--- config.mk ---
export PLATFORM = sky130hd
export DESIGN_NAME = stepper_step_dir_generator
export DESIGN_NICKNAME = d
export VERILOG_FILES = /design/src/sdg_pkg.sv /design/src/sdg_cfg.sv /design/src/sdg_mult.sv /design/src/sdg_core.sv /design/src/stepper_step_dir_generator.sv
export SDC_FILE = /design/constraint.sdc
export NUM_CORES = 2
export LEC_CHECK = 0
export ABC_CLOCK_PERIOD_IN_PS = 10700
export BUFFER_PORTS_ARGS = -buffer_cell sky130_fd_sc_hd__buf_2
export CORE_ASPECT_RATIO = 0.7
export CORE_UTILIZATION = 25
export DETAILED_ROUTE_END_ITERATION = 7
export PLACE_DENSITY = 0.52
export SLEW_MARGIN = 10
export SYNTH_ARGS = -nofsm -noshare
export SYNTH_HDL_FRONTEND = slang
export SYNTH_SLANG_ARGS = --single-unit
--- constraint.sdc ---
create_clock -name clk -period 10.7 [get_ports clk]
set_clock_uncertainty 0.1 [all_clocks]
set_input_delay 1.605 -clock clk [delete_from_list [all_inputs] [get_ports clk]]
set_output_delay 1.605 -clock clk [all_outputs]
set_load 0.01 [all_outputs]
--- src/sdg_pkg.sv ---
package sdg_pkg;

	localparam int COUNT_WIDTH_DEF = 32;
	localparam int TIMER_WIDTH_DEF = 32;
	localparam int CFG_IDX_W       = 2;
	localparam int PROD_W          = 64;
	localparam int CARRY_W         = 17;

	localparam logic [1:0] OP_TICK  = 2'd0;
	localparam logic [1:0] OP_STEPS = 2'd1;
	localparam logic [1:0] OP_ANGLE = 2'd2;

	localparam logic [CFG_IDX_W-1:0] REG_INTERVAL = 2'd0;
	localparam logic [CFG_IDX_W-1:0] REG_SPR      = 2'd1;
	localparam logic [CFG_IDX_W-1:0] REG_MODE     = 2'd2;
	localparam logic [CFG_IDX_W-1:0] REG_BURST    = 2'd3;

	localparam logic [31:0] INTERVAL_RST = 32'd100;
	localparam logic [31:0] SPR_RST      = 32'd2086059;
	localparam logic [4:0]  MODE_RST     = 5'd1;
	localparam logic [7:0]  BURST_RST    = 8'd1;

	typedef struct packed {
		logic [1:0]         op;
		logic signed [31:0] step_delta;
		logic signed [31:0] angle_q16;
	} in_t;

	typedef struct packed {
		logic [7:0]         pulses;
		logic               dir_positive;
		logic signed [31:0] pending_steps;
		logic [2:0]         mode_pins;
	} out_t;

	typedef struct packed {
		logic [31:0] interval_ticks;
		logic [31:0] steps_per_radian;
		logic [4:0]  microstep_mode;
		logic [7:0]  burst_limit;
	} cfg_t;

	// word between the multiplier stage and the state update
	typedef struct packed {
		logic [1:0]                op;
		logic signed [31:0]        step_delta;
		logic signed [PROD_W-1:0]  prod;
	} mid_t;

	function automatic logic [2:0] decode_mode(input logic [4:0] m);
		logic [2:0] r;
		case (m)
			5'd1:    r = 3'd0;
			5'd2:    r = 3'd1;
			5'd4:    r = 3'd2;
			5'd8:    r = 3'd3;
			default: r = 3'd7;
		endcase
		return r;
	endfunction

endpackage

--- src/sdg_cfg.sv ---
module sdg_cfg import sdg_pkg::*; (
	input  logic                 clk,
	input  logic                 arst_n,
	input  logic                 cfg_valid,
	output logic                 cfg_ready,
	input  logic [CFG_IDX_W-1:0] cfg_index,
	input  logic [31:0]          cfg_data,
	output cfg_t                 cfg
);

	cfg_t cfg_q;

	assign cfg_ready = 1'b1;
	assign cfg       = cfg_q;

	always_ff @(posedge clk or negedge arst_n) begin
		if (!arst_n) begin
			cfg_q.interval_ticks   <= INTERVAL_RST;
			cfg_q.steps_per_radian <= SPR_RST;
			cfg_q.microstep_mode   <= MODE_RST;
			cfg_q.burst_limit      <= BURST_RST;
		end else if (cfg_valid) begin
			unique case (cfg_index)
				REG_INTERVAL: cfg_q.interval_ticks   <= cfg_data;
				REG_SPR:      cfg_q.steps_per_radian <= cfg_data;
				REG_MODE:     cfg_q.microstep_mode   <= cfg_data[4:0];
				REG_BURST:    cfg_q.burst_limit      <= cfg_data[7:0];
				default: ;
			endcase
		end
	end

endmodule

--- src/sdg_mult.sv ---
module sdg_mult import sdg_pkg::*; (
	input  logic        clk,
	input  logic        arst_n,
	input  logic        in_valid,
	output logic        in_ready,
	input  in_t         in_data,
	input  logic [31:0] steps_per_radian,
	input  logic        mid_take,
	output logic        mid_valid,
	output mid_t        mid
);

	logic                    v_s1, v_s2;
	in_t                     in_s1;
	mid_t                    mid_s2;
	logic                    s1_en, s2_en;
	logic signed [PROD_W:0]  prod_full;

	assign s2_en    = !v_s2 || mid_take;
	assign s1_en    = !v_s1 || s2_en;
	assign in_ready = s1_en;

	// signed angle times unsigned Q16.16 gain
	assign prod_full = in_s1.angle_q16 * $signed({1'b0, steps_per_radian});

	always_ff @(posedge clk or negedge arst_n) begin
		if (!arst_n) begin
			v_s1 <= 1'b0;
			v_s2 <= 1'b0;
		end else begin
			if (s1_en)
				v_s1 <= in_valid;
			if (s2_en)
				v_s2 <= v_s1;
		end
	end

	always_ff @(posedge clk) begin
		if (s1_en && in_valid)
			in_s1 <= in_data;
		if (s2_en && v_s1) begin
			mid_s2.op         <= in_s1.op;
			mid_s2.step_delta <= in_s1.step_delta;
			mid_s2.prod       <= prod_full[PROD_W-1:0];
		end
	end

	assign mid_valid = v_s2;
	assign mid       = mid_s2;

endmodule

--- src/sdg_core.sv ---
module sdg_core import sdg_pkg::*; #(
	parameter int COUNT_WIDTH = COUNT_WIDTH_DEF,
	parameter int TIMER_WIDTH = TIMER_WIDTH_DEF
) (
	input  logic clk,
	input  logic arst_n,
	input  cfg_t cfg,
	input  logic mid_valid,
	input  mid_t mid,
	output logic mid_take,
	output logic out_valid,
	input  logic out_ready,
	output out_t out_data
);

	localparam int SW = ((COUNT_WIDTH > 33) ? COUNT_WIDTH : 33) + 1;
	localparam int LW = (TIMER_WIDTH > 32) ? TIMER_WIDTH : 32;

	logic signed [COUNT_WIDTH-1:0] pending_q, pending_d, pending_tick, pending_sat;
	logic signed [CARRY_W-1:0]     carry_q, carry_d;
	logic                          dir_q, dir_d;
	logic [TIMER_WIDTH-1:0]        elapsed_q, elapsed_d, el_inc;
	logic                          out_valid_q;
	out_t                          out_q;
	logic [7:0]                    pulses_d;

	logic signed [PROD_W-1:0]      prod_adj;
	logic signed [47:0]            prod_q16;
	logic signed [48:0]            total, total_adj, rem;
	logic signed [32:0]            whole;

	logic signed [SW-1:0]          pend_x, addend, sum, sat_hi, sat_lo;
	logic [COUNT_WIDTH-1:0]        mag;
	logic [7:0]                    burst, k;
	logic                          due;
	logic signed [63:0]            pend64;

	assign mid_take = mid_valid && (!out_valid_q || out_ready);

	// angle: truncate product toward zero to Q16, add carry, split whole/fraction
	assign prod_adj  = mid.prod + $signed({48'd0, {16{mid.prod[PROD_W-1]}}});
	assign prod_q16  = prod_adj[63:16];
	assign total     = 49'(prod_q16) + 49'(carry_q);
	assign total_adj = total + $signed({33'd0, {16{total[48]}}});
	assign whole     = total_adj[48:16];
	assign rem       = total - $signed({whole, 16'd0});

	// saturating add into the pending count
	assign sat_hi = SW'({1'b0, {(COUNT_WIDTH-1){1'b1}}});
	assign sat_lo = ~sat_hi;
	assign pend_x = SW'(pending_q);
	assign addend = (mid.op == OP_STEPS) ? SW'(mid.step_delta) : SW'(whole);
	assign sum    = pend_x + addend;

	always_comb begin
		if (sum > sat_hi)
			pending_sat = sat_hi[COUNT_WIDTH-1:0];
		else if (sum < sat_lo)
			pending_sat = sat_lo[COUNT_WIDTH-1:0];
		else
			pending_sat = sum[COUNT_WIDTH-1:0];
	end

	// tick: an interval beyond the timer range is met only at timer saturation
	assign el_inc = (&elapsed_q) ? elapsed_q : elapsed_q + 1'b1;
	assign due    = (pending_q != '0) &&
		((LW'(el_inc) >= LW'(cfg.interval_ticks)) || (&el_inc));
	assign mag    = pending_q[COUNT_WIDTH-1] ? COUNT_WIDTH'(-pending_q)
		: COUNT_WIDTH'(pending_q);
	assign burst  = (cfg.burst_limit == 8'd0) ? 8'd1 : cfg.burst_limit;
	assign k      = (mag < COUNT_WIDTH'(burst)) ? mag[7:0] : burst;
	assign pending_tick = pending_q[COUNT_WIDTH-1]
		? pending_q + $signed(COUNT_WIDTH'(k))
		: pending_q - $signed(COUNT_WIDTH'(k));

	always_comb begin
		pending_d = pending_q;
		carry_d   = carry_q;
		dir_d     = dir_q;
		elapsed_d = elapsed_q;
		pulses_d  = 8'd0;
		case (mid.op)
			OP_TICK: begin
				elapsed_d = el_inc;
				if (due) begin
					dir_d     = !pending_q[COUNT_WIDTH-1];
					pending_d = pending_tick;
					pulses_d  = k;
					elapsed_d = '0;
				end
			end
			OP_STEPS: pending_d = pending_sat;
			OP_ANGLE: begin
				pending_d = pending_sat;
				carry_d   = rem[CARRY_W-1:0];
			end
			default: ;
		endcase
	end

	assign pend64 = 64'(pending_d);

	always_ff @(posedge clk or negedge arst_n) begin
		if (!arst_n) begin
			pending_q   <= '0;
			carry_q     <= '0;
			dir_q       <= 1'b1;
			elapsed_q   <= '0;
			out_valid_q <= 1'b0;
		end else begin
			if (mid_take) begin
				pending_q   <= pending_d;
				carry_q     <= carry_d;
				dir_q       <= dir_d;
				elapsed_q   <= elapsed_d;
				out_valid_q <= 1'b1;
			end else if (out_ready) begin
				out_valid_q <= 1'b0;
			end
		end
	end

	always_ff @(posedge clk) begin
		if (mid_take) begin
			out_q.pulses        <= pulses_d;
			out_q.dir_positive  <= dir_d;
			out_q.pending_steps <= pend64[31:0];
			out_q.mode_pins     <= decode_mode(cfg.microstep_mode);
		end
	end

	assign out_valid = out_valid_q;
	assign out_data  = out_q;

endmodule

--- src/stepper_step_dir_generator.sv ---
// channel   direction  handshake              word
// in        input      in_valid / in_ready    in_data   (op, step_delta, angle_q16)
// out       output     out_valid / out_ready  out_data  (pulses, dir, pending, mode pins)
// cfg       input      cfg_valid / cfg_ready  cfg_index, cfg_data
//
// One word per cycle sustained while out is ready; each input passes through these registers in order:
// input register, then the angle multiplier register, then state update into the result.
// State advances only when the result register can take the word, so stalls on out
// back up through the two stages; bubbles are squeezed out. cfg is always ready.
// Reset clears pending, carry and timer, sets direction positive and loads register defaults.
module stepper_step_dir_generator import sdg_pkg::*; #(
	parameter int COUNT_WIDTH = COUNT_WIDTH_DEF,
	parameter int TIMER_WIDTH = TIMER_WIDTH_DEF
) (
	input  logic                 clk,
	input  logic                 arst_n,
	input  logic                 in_valid,
	output logic                 in_ready,
	input  in_t                  in_data,
	output logic                 out_valid,
	input  logic                 out_ready,
	output out_t                 out_data,
	input  logic                 cfg_valid,
	output logic                 cfg_ready,
	input  logic [CFG_IDX_W-1:0] cfg_index,
	input  logic [31:0]          cfg_data
);

	cfg_t cfg;
	logic mid_valid, mid_take;
	mid_t mid;

	sdg_cfg u_cfg (
		.clk       (clk),
		.arst_n    (arst_n),
		.cfg_valid (cfg_valid),
		.cfg_ready (cfg_ready),
		.cfg_index (cfg_index),
		.cfg_data  (cfg_data),
		.cfg       (cfg)
	);

	sdg_mult u_mult (
		.clk              (clk),
		.arst_n           (arst_n),
		.in_valid         (in_valid),
		.in_ready         (in_ready),
		.in_data          (in_data),
		.steps_per_radian (cfg.steps_per_radian),
		.mid_take         (mid_take),
		.mid_valid        (mid_valid),
		.mid              (mid)
	);

	sdg_core #(
		.COUNT_WIDTH (COUNT_WIDTH),
		.TIMER_WIDTH (TIMER_WIDTH)
	) u_core (
		.clk       (clk),
		.arst_n    (arst_n),
		.cfg       (cfg),
		.mid_valid (mid_valid),
		.mid       (mid),
		.mid_take  (mid_take),
		.out_valid (out_valid),
		.out_ready (out_ready),
		.out_data  (out_data)
	);

endmodule
==> metrics.cfg <==
[outcome]
status=complete, no violations

[logic_synthesis]
avgSynthCellArea_sq_um=9.17
synthArstFlopShare_pct=43.8
yosys_warnings=0
synth_nets=7886
syn_area_sq_um=58700
synth-seq-area-share_pct=17.6
syn_inst=6401
synth_edf_count=208
synth_ff_type=edfxtp_1
synth_seq_cells=370
synth_cell_types=106

[place]
hpwl_mm=160
gp_congestion=0.939
port_buffers=150
placed_area_sq_um=64300

[cts]
cts_tree=yes
clock_latency_ns=0.70
clock_path_buffers=3
path_clk_slew_ns=0.07
htreeDepth=2
cts_sinks=370
root_buffer=clkbuf_16
cts_made_buffers=44

[sta]
setup_violations=0
fmax_mhz=96.2
fin_crit_ns=10.39
worstMarginPinSlew_ns=1.27
tns_ns=0
hold_viol=0
finalCritPeriodShare_pct=97.1
maxSlewHeadroom_pct=15.5
rsz0062_at_grt=yes
slew_viol_final=0

[global_route]
grtUsageTotal_pct=16.7
antenna_found_initial=13
grt-ovfl-total=0
grt_pass1_wl_mm=303
grt_max_degree=64
grt_pass1_vias=47596

[setup_path]
rrSetupSlack_ns=0.31
cpPeakStageDelay_ns=0.61
start_kind=flip-flop
critPathLaunch=u_mult.mid[63]$_DFFE_PP_
arrival_ns=10.70
critPathKind=flip-flop to flip-flop
critPathSlowestCell=or4_4
cp.required_ns=11.01
crit_fanout=7
cp-end-kind=flip-flop
rr_startpoint=u_mult.mid[63]$_DFFE_PP_

[die]
dieWidth_um=581
io_pins=152
dieArea_sq_um=237000
core.rowCount=148
core_sq_um=233000
die_y_um=407
initial_core_util_pct=25.2

[run]
cap_violations=0

[routing]
dr.pass1.iters=6
vias=46540
first_iter_violations=3762
drcViolationCount=0
ant_nets=0
wl_per_cell_um=20.6
vias_per_cell=4.79
wirelength_mm=201

[final_layout]
layout-drive-gt1-share_pct=12.6
fillerInstances=24504
areaGrowthSynthToFinish_pct=14.0
stdcell_area_sq_um=66900
nets=8093

[hold_path]
min_from=u_mult.in_s1[44]$_DFFE_PP_
hold_class=flip-flop to flip-flop

==> flip-flops by register name, indices dropped and copies added (netlist names), 17 cells and up <==
register and cells:
u_core.carry_q 17, u_cfg.cfg 77, u_mult.in_s1 66, u_core.out_data 44, u_core.pending_q 32, u_mult.mid 98, u_core.elapsed_q 32
==> layer usage <==
| layer | GRT usage (%) | vias up | part of all wire [%] |
|---|---|---|---|
| met5 | 0 | - | 0.036 |
| met4 | 3.18 | 8 | 2.0 |
| met3 | 4.12 | 177 | 8.8 |
| met2 | 24.3 | 1673 | 41 |
| met1 | 24.9 | 23624 | 48 |
| li1 | - | 21058 | - |
==> through the flow <==
step                      std cells  worst slack [ns]  util [%]  hold slack, ns
after global routing           9718            -0.127      28.7           0.322
after floorplan                6401            0.0794         -           0.300
after CTS                      9695           0.00374      28.3           0.321
after global placement         9607            -0.389      27.6           0.306
final                          9720             0.308      28.7           0.319
after detailed placement       9607            -0.344      27.6           0.305
==> synthesized netlist by cell type (13+ instances only) <==
| library cell | instances | area, sq um |
|---|---|---|
| a211o_1 | 15 | 131 |
| a211oi_1 | 26 | 195 |
| a21o_1 | 111 | 833 |
| a21oi_1 | 197 | 986 |
| a221oi_1 | 14 | 123 |
| a31oi_1 | 31 | 194 |
| and2_1 | 258 | 1610 |
| and3_1 | 36 | 225 |
| and4_1 | 13 | 114 |
| buf_2 | 21 | 105 |
| clkbuf_1 | 278 | 1040 |
| dfrtp_1 | 142 | 3550 |
| dfstp_2 | 20 | 526 |
| edfxtp_1 | 208 | 6250 |
| fa_1 | 900 | 18000 |
| ha_1 | 480 | 6010 |
| inv_1 | 1070 | 4020 |
| mux2_2 | 105 | 1180 |
| mux2i_1 | 32 | 320 |
| nand2_1 | 1057 | 3970 |
| nand2b_1 | 64 | 400 |
| nand3_1 | 94 | 470 |
| nand4_1 | 60 | 375 |
| nor2_1 | 182 | 683 |
| nor2b_1 | 34 | 213 |
| nor3_1 | 72 | 360 |
| nor4_1 | 24 | 150 |
| o211ai_1 | 22 | 165 |
| o21a_1 | 26 | 195 |
| o21ai_0 | 203 | 1020 |
| o21ai_1 | 15 | 75.1 |
| o21bai_1 | 27 | 203 |
| o221ai_1 | 16 | 140 |
| o31ai_1 | 23 | 173 |
| or3_1 | 13 | 81.3 |
| xnor2_1 | 163 | 1430 |
| xor2_1 | 95 | 832 |
==> layout by cell type, fill, tap and decap left out, drive strengths merged, types with 28 or more instances in the layout <==
| cell type | count |
|---|---|
| a31oi | 31 |
| nor2b | 34 |
| and3 | 37 |
| fa | 900 |
| nor3 | 76 |
| a21o | 111 |
| nand2 | 1060 |
| clkbuf | 55 |
| a21oi | 198 |
| mux2i | 32 |
| nand3 | 94 |
| nor4 | 30 |
| o21ai | 221 |
| mux2 | 105 |
| edfxtp | 208 |
| and2 | 261 |
| ha | 480 |
| nor2 | 183 |
| o31ai | 28 |
| xor2 | 95 |
| inv | 1080 |
| dfrtp | 142 |
| nand4 | 63 |
| xnor2 | 164 |
| buf | 471 |
| nand2b | 64 |
==> critical path, delay by kind of cell, from the launching register on <==
| kind | cells | cell delay [ns] |
|---|---|---|
| buffers and inverters | 10 | 1.52 |
| AND/OR/NAND/NOR | 20 | 3.64 |
| multiplexers | 1 | 0.28 |
| AO/OA/AOI/OAI | 16 | 3.00 |
| adder cells (fa/ha/maj) | 4 | 1.07 |
| XOR/XNOR | 1 | 0.08 |
| flip-flops | 1 | 0.43 |
==> cell families after synthesis <==
family                   synth area share, %
AO/OA/AOI/OAI                           9.95
XOR/XNOR                                3.88
adder cells (fa/ha/maj)                 40.9
buffers and inverters                   9.00
flip-flops                              17.6
multiplexers                            2.67
other                                0.00639
AND/OR/NAND/NOR                         16.0
==> final cells by class <==
| type | count | area [sq um] | share of cell area (%) |
|---|---|---|---|
| inverters | 1072 | 4020 | 6.01 |
| flip-flops and latches | 370 | 10300 | 15.4 |
| well taps | 3075 | 3850 | 5.75 |
| multi-input cells | 4646 | 43900 | 65.6 |
| clock inverters | 29 | 315 | 0.471 |
| diodes | 2 | 5.00 | 0.00748 |
| repair buffers | 474 | 3370 | 5.04 |
| clock buffers | 52 | 1140 | 1.71 |
==> timing repair <==
item | CTS | global route
gates resized for setup | 32 | 109
pin swaps | 12 | 64
cloned | 1 | 4
endpoints found under the setup margin | 62 | 62
hold buffers | 0 | 0
setup buffers | 6 | 21
==> path summary, 6_finish.rpt <==
kind,endpoint,cells past startpoint
min in group asynchronous,u_core.pending_q[22]$_DFFE_PN0P_,1
worst min register to register,u_mult.mid[76]$_DFFE_PP_,0
worst max-delay path,u_core.out_data[5]$_DFFE_PP_,52
max in group asynchronous,u_cfg.cfg[61]$_DFFE_PN0P_,3
worst min-delay path,u_mult.mid[76]$_DFFE_PP_,0
worst max register to register,u_core.out_data[5]$_DFFE_PP_,52
Power is left out: the tool's default activity adds up to more than one toggle a clock period on the data nets, which glitch-free logic cannot reach.
